===== config.mk =====
export PLATFORM = sky130hd
export DESIGN_NAME = atan2ra_div
export DESIGN_NICKNAME = d
export VERILOG_FILES = /design/src/design/atan2_rational_approx_macros.svh /design/src/design/atan2ra_pkg.sv /design/src/design/atan2ra_div.sv
export SDC_FILE = /design/constraint.sdc
export NUM_CORES = 1
export LEC_CHECK = 0
export BUFFER_PORTS_ARGS = -buffer_cell sky130_fd_sc_hd__buf_2
export CAP_MARGIN = 20
export CORE_ASPECT_RATIO = 1.1
export CORE_MARGIN = 5
export CORE_UTILIZATION = 50
export CTS_CLUSTER_DIAMETER = 100
export DETAILED_ROUTE_END_ITERATION = 7
export PLACE_DENSITY = 0.69
export SETUP_SLACK_MARGIN = 0.5
export SLEW_MARGIN = 20
export SYNTH_ARGS = -nofsm -noshare
export SYNTH_HDL_FRONTEND = slang
export SYNTH_SLANG_ARGS = --single-unit

===== constraint.sdc =====
create_clock -name clk_i -period 10.3 [get_ports clk_i]
set_clock_uncertainty 0.15 [all_clocks]
set_input_delay 1.03 -clock clk_i [delete_from_list [all_inputs] [get_ports clk_i]]
set_output_delay 1.03 -clock clk_i [all_outputs]
set_load 0.01 [all_outputs]

===== src/design/atan2_rational_approx_macros.svh =====
// Assertion helpers for the design files; atan2_rational_approx.sv includes them.
`ifndef ATAN2_RATIONAL_APPROX_MACROS_SVH
`define ATAN2_RATIONAL_APPROX_MACROS_SVH

// Concurrent assertion sampled on the rising clock, switched off during reset.
`define ATAN2RA_ASSERT(lbl, clk, rstn, prop, msg) \
  lbl: assert property (@(posedge clk) disable iff (!(rstn)) (prop)) else $error(msg);

// Concurrent assertion that is also checked while reset is held.
`define ATAN2RA_ASSERT_ALWAYS(lbl, clk, prop, msg) \
  lbl: assert property (@(posedge clk) (prop)) else $error(msg);

`endif


===== src/design/atan2ra_pkg.sv =====
package atan2ra_pkg;

  localparam int IN_WIDTH_DEF      = 16;
  localparam int OUT_FRAC_BITS_DEF = 13;

  localparam int FRAC      = 16;
  localparam int R_W       = 16;
  localparam int TERM_W    = 17;
  localparam int ANG_W     = 18;
  localparam int DIV_STEPS = 4;

  localparam logic [15:0] K1 = 16'd0;
  localparam logic [15:0] K2 = 16'd65534;
  localparam logic [15:0] K3 = 16'd9663;
  localparam logic [15:0] K4 = 16'd20315;
  localparam logic [15:0] K5 = 16'd3297;
  localparam logic [15:0] K6 = 16'd9641;
  localparam logic [15:0] K7 = 16'd42236;

  localparam logic [TERM_W-1:0] ONE_Q16     = 17'd65536;
  localparam logic [ANG_W-1:0]  HALF_PI_Q16 = 18'd102944;
  localparam logic [ANG_W-1:0]  PI_Q16      = 18'd205887;

  typedef struct packed {
    logic yneg;
    logic xneg;
    logic swap;
    logic sat;
    logic zero;
  } flags_t;

endpackage


===== src/design/atan2ra_div.sv =====
module atan2ra_div #(
  parameter int DEN_W = 17,
  parameter int Q_W   = 16,
  parameter int STEPS = 4
) (
  input  logic               clk_i,
  input  logic               rst_ni,
  input  logic               en_i,
  input  logic               valid_i,
  input  atan2ra_pkg::flags_t side_i,
  input  logic [DEN_W-1:0]   den_i,
  input  logic [DEN_W-1:0]   rem_i,
  input  logic [Q_W-1:0]     low_i,
  output logic               valid_o,
  output atan2ra_pkg::flags_t side_o,
  output logic [Q_W-1:0]     quo_o
);

  localparam int NST = Q_W / STEPS;

  logic                valid_q [NST];
  atan2ra_pkg::flags_t side_q  [NST];
  logic [DEN_W-1:0]    den_q   [NST];
  logic [DEN_W-1:0]    rem_q   [NST];
  logic [Q_W-1:0]      word_q  [NST];

  // The word holds the dividend bits still to come at the top and the
  // quotient bits found so far at the bottom.
  for (genvar s = 0; s < NST; s++) begin : g_stage
    logic                valid_in;
    atan2ra_pkg::flags_t side_in;
    logic [DEN_W-1:0]    den_in;
    logic [DEN_W-1:0]    rem_in;
    logic [Q_W-1:0]      word_in;
    logic [DEN_W-1:0]    rem_d;
    logic [Q_W-1:0]      word_d;

    if (s == 0) begin : g_first
      assign valid_in = valid_i;
      assign side_in  = side_i;
      assign den_in   = den_i;
      assign rem_in   = rem_i;
      assign word_in  = low_i;
    end else begin : g_next
      assign valid_in = valid_q[s-1];
      assign side_in  = side_q[s-1];
      assign den_in   = den_q[s-1];
      assign rem_in   = rem_q[s-1];
      assign word_in  = word_q[s-1];
    end

    always_comb begin
      logic [DEN_W:0] r2;
      logic           ge;
      rem_d  = rem_in;
      word_d = word_in;
      for (int k = 0; k < STEPS; k++) begin
        r2 = {rem_d, word_d[Q_W-1]};
        ge = (r2 >= {1'b0, den_in});
        if (ge) begin
          r2 = r2 - {1'b0, den_in};
        end
        rem_d  = r2[DEN_W-1:0];
        word_d = {word_d[Q_W-2:0], ge};
      end
    end

    always_ff @(posedge clk_i or negedge rst_ni) begin
      if (!rst_ni) begin
        valid_q[s] <= 1'b0;
      end else if (en_i) begin
        valid_q[s] <= valid_in;
      end
    end

    always_ff @(posedge clk_i) begin
      if (en_i) begin
        side_q[s] <= side_in;
        den_q[s]  <= den_in;
        rem_q[s]  <= rem_d;
        word_q[s] <= word_d;
      end
    end
  end

  assign valid_o = valid_q[NST-1];
  assign side_o  = side_q[NST-1];
  assign quo_o   = word_q[NST-1];

endmodule


Yosys cells after proc, flatten, opt, wreduce, memory -nomap -nowiden:

Memories as Yosys holds them, arrays and structs flattened.
Cells that the tools add are included.
Widths: inputs -> output; s select.

* flip-flop bits (word level): 4
* memory bits (writable): 220
* input port bits: 59
* memories kept: 4

* add/sub/neg operators: 16
* $lt $le $gt $ge: 16
* muxes and demuxes: 18

Memory list
* den_q: words 4, bits a word 17, read ports 3, clocked after Yosys merged registers in 0, write ports 4, RTL line atan2ra_div.sv:23 `logic [DEN_W-1:0] den_q [NST];`
* rem_q: words 4, bits a word 17, read ports 3, clocked after Yosys merged registers in 0, write ports 4, RTL line atan2ra_div.sv:24 `logic [DEN_W-1:0] rem_q [NST];`
* word_q: words 4, bits a word 16, read ports 4, clocked after Yosys merged registers in 0, write ports 4, RTL line atan2ra_div.sv:25 `logic [Q_W-1:0] word_q [NST];`
* side_q: words 4, bits a word 5, read ports 4, clocked after Yosys merged registers in 0, write ports 4, RTL line atan2ra_div.sv:22 `atan2ra_pkg::flags_t side_q [NST];`

Operators with widths (number)
* $ge 18x17->1: 16
* $mux 17: 16
* $sub 17x17->17: 16
* $mux 1: 2

Depth between registers and ports, before layout:

Gate-level depths: netlist of the first run.
An unclocked memory read counts as a cell.

* depth in word-level cells: 9
* gate-level depth with buffers: 50

Worst setup path before layout of the first run:

Ideal clock, no wire load.

* kind: input to register
* start point: in low_i[15]
* end point: mem rem_q[0][13] (data pin)
* setup time: 0.262 ns
* arrival: 10.113 ns
* data required time: 9.888 ns
* setup slack: -0.225 ns
* stages: 46
* path buffers: 6
* cells stage by stage: inv_1 ha_1 inv_1 fa_1 a211oi_1 nor2_1 o221ai_4 a21o_1 buf_4 inv_1 clkbuf_1 mux2_2 ha_1 o21ai_0 nor2_1 a211oi_2 o22ai_1 o41a_1 (+10 left out) a21oi_1 o21ai_0 o2111a_2 inv_2 buf_6 mux2i_1 fa_1 a21o_1 a21oi_1 nand2b_1 a21boi_0 a2bb2oi_1 a311oi_1 o21bai_1 a211oi_1 mux2i_4 buf_6 mux2_1

RTL lines
* start: declaration: RTL line atan2ra_div.sv:13 `input logic [Q_W-1:0] low_i,`
* end: declaration: RTL line atan2ra_div.sv:24

==> impl_metrics.py, run 1 <==
metrics = {
    "placed_design": {
        "placed_cells": 3047,
        "place_congestion": 0.923,
        "io_buffers": 80,
        "detailed_place_hpwl_mm": 49.3,
        "pre_cts_slack_ps": -332,
    },
    "worst_hold_path": {
        "hold_class": "in -> async",
    },
    "die": {
        "rows": 79,
        "die_area_um2": 46600,
        "fp.dieW_um": 206,
        "die_h_um": 226,
        "ioPinCount": 81,
        "floorplan.initialDensity_pct": 50.3,
        "core_um2": 42100,
    },
    "setup_path": {
        "regToRegSetupSlack_ps": 660,
        "r2r-end": "rem_q[2][12]",
        "critPathMaxFanout": 8,
        "critPathLaunchType": "register",
        "crit_path_end_kind": "register",
        "required_ps": 10370,
        "slowest_stage": "or4_1",
        "r2r_start": "word_q[1][15]",
        "ff2ff_path_depth": 46,
        "crit_arrival_ps": 9720,
        "cpPeakStageDelay_ps": 540,
        "crit_start": "word_q[1][15]",
        "path_class": "reg -> reg",
    },
    "final_layout": {
        "fin_nets": 2904,
        "layout-drive-gt1-share_pct": 23.6,
        "final_cells": 3138,
        "fillers": 3716,
        "antenna_cells": 0,
        "syn_to_final_growth_pct": 18.4,
    },
    "job": {
        "maxCapViolations": 0,
    },
    "timing": {
        "post-route-period-util_pct": 93.6,
        "final.min_clock_period_ps": 9640,
        "finalHoldViolCount": 0,
        "worst_pin_slew_ps": 1020,
        "max_freq_mhz": 104,
        "rsz0062_at_grt": "yes",
        "max_slew_margin_pct": 32.1,
        "setup_viol": 0,
        "worst_slack_ps": 656,
        "timing.hold.ws_ps": 184,
        "setup_tns_ps": 0,
        "slew_violations": 0,
    },
    "cts": {
        "htreeDepth": 4,
        "cts_buffers": 17,
        "cts.sinks": 190,
        "cts_tree": "done",
        "path_clk_slew_ps": 80,
        "cts_max_path_buffers": 2,
        "clk_latency_ps": 490,
        "clockRootBuffer": "clkbuf_16",
    },
    "synth": {
        "ys_seq_area_share_pct": 26.8,
        "synth_nets": 2665,
        "synthCells": 2319,
        "synth.cells.most_frequent": "272 x ha_1, 186 x edfxtp_1, 172 x a21oi_1",
        "yosysMostFrequentCell": "ha_1",
        "ys_ff_latch": 190,
        "yosys_warnings": 0,
        "synth-async-reset-ratio_pct": 2.11,
        "ys.flop_type": "edfxtp_1",
        "netlist_area_um2": 21200,
        "yosys.area.top_type": "edfxtp_1",
        "synth_area_leaders": "edfxtp_1 26%, ha_1 16%, mux2_2 7.0%",
        "yosysUniqueCellTypes": 87,
        "synth-edff-count": 186,
        "yosysTopAreaCellShare_pct": 26.4,
        "avgSynthCellArea_um2": 9.14,
    },
    "grt": {
        "grt_usage_pct": 25.7,
        "overflow": 0,
        "grt_use_met1_pct": 32.5,
        "antenna_found_initial": 0,
        "grt_first_pass_wirelength_mm": 94.8,
        "grt_pass1_vias": 18100,
        "use_met2_pct": 45.0,
        "grt_use_met3_pct": 3.03,
        "grt_max_degree": 123,
        "top_usage_layer": "met2",
    },
    "drt": {
        "vias_per_cell": 5.97,
        "routed_wl_mm": 61.6,
        "avgRoutedWirePerCell_um": 19.6,
        "drc_errors": 0,
        "detailroute.via_count": 18700,
        "detail-route-antenna-nets": 0,
        "detail_route.iter0.violations": 1394,
        "first_pass_iters": 7,
    },
    "outcome": {
        "status": "finished, final reports clean",
    },
}
[cells by family after synthesis]
family / count (synthesis) / synth area share [%]
and+or+nand+nor: 610 / 14.2
DFF: 190 / 26.8
AOI/OAI and AO/OA: 677 / 21.1
buffers and inverters: 208 / 3.90
adders and majority gates: 287 / 17.5
muxes: 174 / 9.35
xor gates and xnor gates: 173 / 7.15
[per-stage QoR]
step | cell area, µm² | utilization [%]
after global routing | 25100 | 59.6
final | 25100 | 59.6
after CTS | 24000 | 56.9
after floorplan | 21300 | -
after global placement | 23100 | 55.0
after detailed placement | 23100 | 55.0
[state kept, by name, summed over array words and instances, names as in the netlist]
| signal | flops |
|---|---|
| den_q | 51 |
| g_stage.valid_in | 3 |
| rem_q | 51 |
| side_q | 20 |
| valid_o | 1 |
| word_q | 64 |
[worst max-delay path: cells and delay by family, from the launching register on]
family                     cells  cell delay (ps)
AOI/OAI and AO/OA             17             3010
and+or+nand+nor               10             1940
adders and majority gates      5             1330
muxes                          5             1330
buffers and inverters          9             1200
DFF                            1              410
[per-layer routing]
| metal | part of all wire (%) | vias up |
|---|---|---|
| li1 | - | 9178 |
| met5 | 0 | - |
| met3 | 4.1 | 145 |
| met4 | 3.7 | 0 |
| met1 | 43 | 8884 |
| met2 | 50 | 523 |
[layout by cell type (no fill, tap or decap), drive strengths merged, types with 10 or more instances in the layout]
cell and count:
o21a 53, buf 253, fa 15, nor4 15
o21bai 20, o31ai 21, a22oi 10, ha 272
nand4 36, a21boi 12, clkbuf 20, mux2i 27
or2 15, o21ai 145, a21oi 172, nor3 61
a211oi 31, a31oi 14, or3 21, and3 17
nor2b 45, o211ai 18, nand2 134, o31a 12
a21o 84, mux2 147, nand2b 31, xor2 50
inv 181, nand3 38, xnor2 123, edfxtp 186
nor2 171
[area by class of cell]
| class | count | area [µm²] | share of cell area, % |
|---|---|---|---|
| inverters | 173 | 657 | 2.62 |
| multi-input cells | 1921 | 15500 | 61.9 |
| clock inverters | 14 | 180 | 0.718 |
| repair buffers | 255 | 1880 | 7.49 |
| flip-flops and latches | 190 | 5690 | 22.7 |
| well taps | 567 | 709 | 2.83 |
| clock buffers | 18 | 439 | 1.75 |
[how the worst max path moves through the flow]
stage,slack (ps),depth (start not counted),endpoint
floorplan,500,43,rem_q[0][13]
global placement,-230,40,rem_q[2][2]
detailed placement,-330,41,rem_q[2][8]
CTS,510,44,word_q[3][0]
global route,350,44,rem_q[1][8]
finish,660,46,rem_q[2][12]
[repair_timing]
action                     4_1_cts  5_1_grt
setup buffers                   13       44
pin swaps                        8       72
setup endpoints to repair       52       55
cloned                           0        2
resized for setup               32      182
hold buffers                     0        0
Power of run 1 is left out: the tool's default activity adds up to more than one toggle a clock period on the data nets, which glitch-free logic cannot reach.
==> run 2, diff against run 1 <==
Settings changed: ABC_AREA set to 1.
==> impl_metrics.py, run 2 <==
metrics = {
    "final_layout": {
        "multi_input_area_um2": 14900,
        "reg_top3": "word_q x64, den_q x51, rem_q x51",
        "largest-register": "word_q",
        "register_area_um2": 5690,
        "fillers": 4308,
        "layout-drive-gt1-share_pct": 7.30,
        "mostFrequentLayoutCells": "1027 x nand2_1, 374 x inv_1, 272 x ha_1, 218 x a21oi_1, 201 x nand3_1",
        "final_common_cell": "nand2_1",
        "antenna_cells": 0,
        "fin_nets": 3595,
        "largest_reg_flops": 64,
        "final_cells": 3842,
        "syn_to_final_growth_pct": 7.77,
    },
    "drt": {
        "first_pass_iters": 5,
        "detail-route-antenna-nets": 0,
        "avgRoutedWirePerCell_um": 16.4,
        "detail_route.iter0.violations": 1461,
        "routed_wl_mm": 63.1,
        "drc_errors": 0,
        "detailroute.via_count": 21000,
        "vias_per_cell": 5.46,
    },
    "grt": {
        "grt_usage_pct": 25.5,
        "grt_first_pass_wirelength_mm": 101,
        "grt_pass1_vias": 19800,
        "overflow": 0,
        "antenna_found_initial": 0,
        "grt_max_degree": 82,
    },
    "setup_path": {
        "cpPeakStageDelay_ps": 500,
        "ff2ff_path_depth": 48,
        "cp-endpoint": "rem_q[1][13]",
        "crit_path_end_kind": "register",
        "critPathLaunchType": "register",
        "r2r_start": "den_q[0][15]",
        "path_class": "reg -> reg",
        "crit_path_frequent_cell": "nand2_1",
        "crit_start": "den_q[0][15]",
        "critPathMaxFanout": 29,
        "r2r-end": "rem_q[1][13]",
        "required_ps": 10490,
        "crit_arrival_ps": 9160,
        "slowest_stage": "edfxtp_1",
        "regToRegSetupSlack_ps": 1330,
    },
    "synth": {
        "synth.mux.area_fraction_pct": 0,
        "netlist_area_um2": 22300,
        "ys_ff_latch": 190,
        "ys_seq_area_share_pct": 25.5,
        "synth.cells.most_frequent": "1027 x nand2_1, 375 x inv_1, 272 x ha_1",
        "synth-edff-count": 186,
        "ys.flop_type": "edfxtp_1",
        "synth_area_leaders": "edfxtp_1 25%, nand2_1 17%, ha_1 15%",
        "avgSynthCellArea_um2": 7.02,
        "synthCells": 3171,
        "yosys.area_share.adder_pct": 16.6,
        "synth-compound-area-share_pct": 12.8,
        "synth_xor_area_share_pct": 7.24,
        "yosysTopAreaCellShare_pct": 25.1,
        "yosysUniqueCellTypes": 51,
        "yosys.area.top_type": "edfxtp_1",
        "synth-simple-area-share_pct": 29.9,
        "yosysMostFrequentCell": "nand2_1",
        "synth-async-reset-ratio_pct": 2.11,
        "yosys_warnings": 0,
        "synth_top_family_by_area": "simple AND/OR/NAND/NOR gates",
        "synth_nets": 3517,
    },
    "outcome": {
        "status": "finished, final reports clean",
    },
    "timing": {
        "max_freq_mhz": 111,
        "final.min_clock_period_ps": 8970,
        "rsz0062_at_grt": "no",
        "setup_viol": 0,
        "timing.hold.ws_ps": 198,
        "post-route-period-util_pct": 87.1,
        "finalHoldViolCount": 0,
        "setup_tns_ps": 0,
        "worst_pin_slew_ps": 950,
        "worst_slack_ps": 1330,
        "slew_violations": 0,
        "max_slew_margin_pct": 36.7,
    },
    "cts": {
        "path_clk_slew_ps": 70,
        "hold_buffers": 0,
        "cts.sinks": 190,
        "clk_latency_ps": 480,
        "htreeDepth": 4,
        "cts_max_path_buffers": 2,
        "cts_buffers": 17,
        "clockRootBuffer": "clkbuf_16",
        "cts_tree": "done",
    },
    "placed_design": {
        "place_congestion": 0.981,
        "io_buffers": 80,
        "placed_cells": 3803,
        "detailed_place_hpwl_mm": 52.2,
        "pre_cts_slack_ps": 420,
    },
    "die": {
        "core_um2": 44300,
        "fp.dieW_um": 211,
        "ioPinCount": 81,
        "die_h_um": 231,
        "floorplan.initialDensity_pct": 50.3,
        "rows": 81,
        "die_area_um2": 48900,
    },
    "worst_hold_path": {
        "hold_class": "in -> async",
    },
    "job": {
        "maxCapViolations": 0,
    },
}
-- run 2: cell types whose count changed in the layout (fill, tap and decap cells not counted), sizes merged, moves of 47 or more --
| cell | delta |
|---|---|
| xor2 | +60 |
| xnor2 | -49 |
| o21ai | +49 |
| nand2 | +925 |
| buf | -152 |
| a21oi | +53 |
| mux2 | -147 |
| a21o | -64 |
| o21a | -47 |
| nand3 | +174 |
| inv | +214 |
-- run 2: logic make-up after synthesis --
group	after synthesis
flops	190
xor+xnor	184
fa+ha+maj	287
buf+inv	435
compound gates	514
simple gates	1561
-- run 2: worst min path at each step --
stage                     depth (start not counted)                   to  slack, ps    startpoint
after global routing                              1              valid_o        180        rst_ni
after floorplan                                   0         side_q[1][0]        250  side_q[0][0]
after detailed placement                          0         side_q[2][4]        250  side_q[1][4]
after CTS                                         1  g_stage[1].valid_in        170        rst_ni
after global placement                            0        word_q[1][13]        250  word_q[0][9]
final                                             1              valid_o        200        rst_ni
-- run 2: routing by layer --
layer  wire, µm  GRT usage (%)  share of wire (%)  up-vias
met5          0              0                  0        -
met3       2700           3.36                4.3      143
met1      27400           32.3                 43     9581
met2      30200           43.6                 48      529
li1           -              -                  -    10700
met4       2810           11.2                4.4        0
-- run 2: layout make-up --
type,instances,share of cell area [%]
clock buffers,17,1.77
clock inverters,14,0.834
inverters,391,6.13
multi-input cells,2547,61.9
flip-flops and latches,190,23.7
well taps,581,3.03
repair buffers,102,2.60
-- run 2: repair_timing --
action | 4_1_cts | 5_1_grt
hold endpoints to repair | 0 | 0
setup endpoints to repair | 0 | 54
buffers inserted | 0 | 7
resized for setup | 0 | 13
-- run 2: worst max-delay path, delay by kind of cell (launching register included) --
family	cells	cell delay, ps
buffers and inverters	6	1190
adder cells (fa/ha/maj)	4	1530
flip-flops	1	500
AO/OA/AOI/OAI	14	2700
AND/OR/NAND/NOR	24	2730
-- run 2: through the flow --
step	area [µm²]	util (%)
detailed placement	23200	52.5
global route	24000	54.2
finish	24000	54.2
global placement	23200	52.5
floorplan	22300	-
CTS	23900	53.9
Power of run 2 is left out for the same reason.
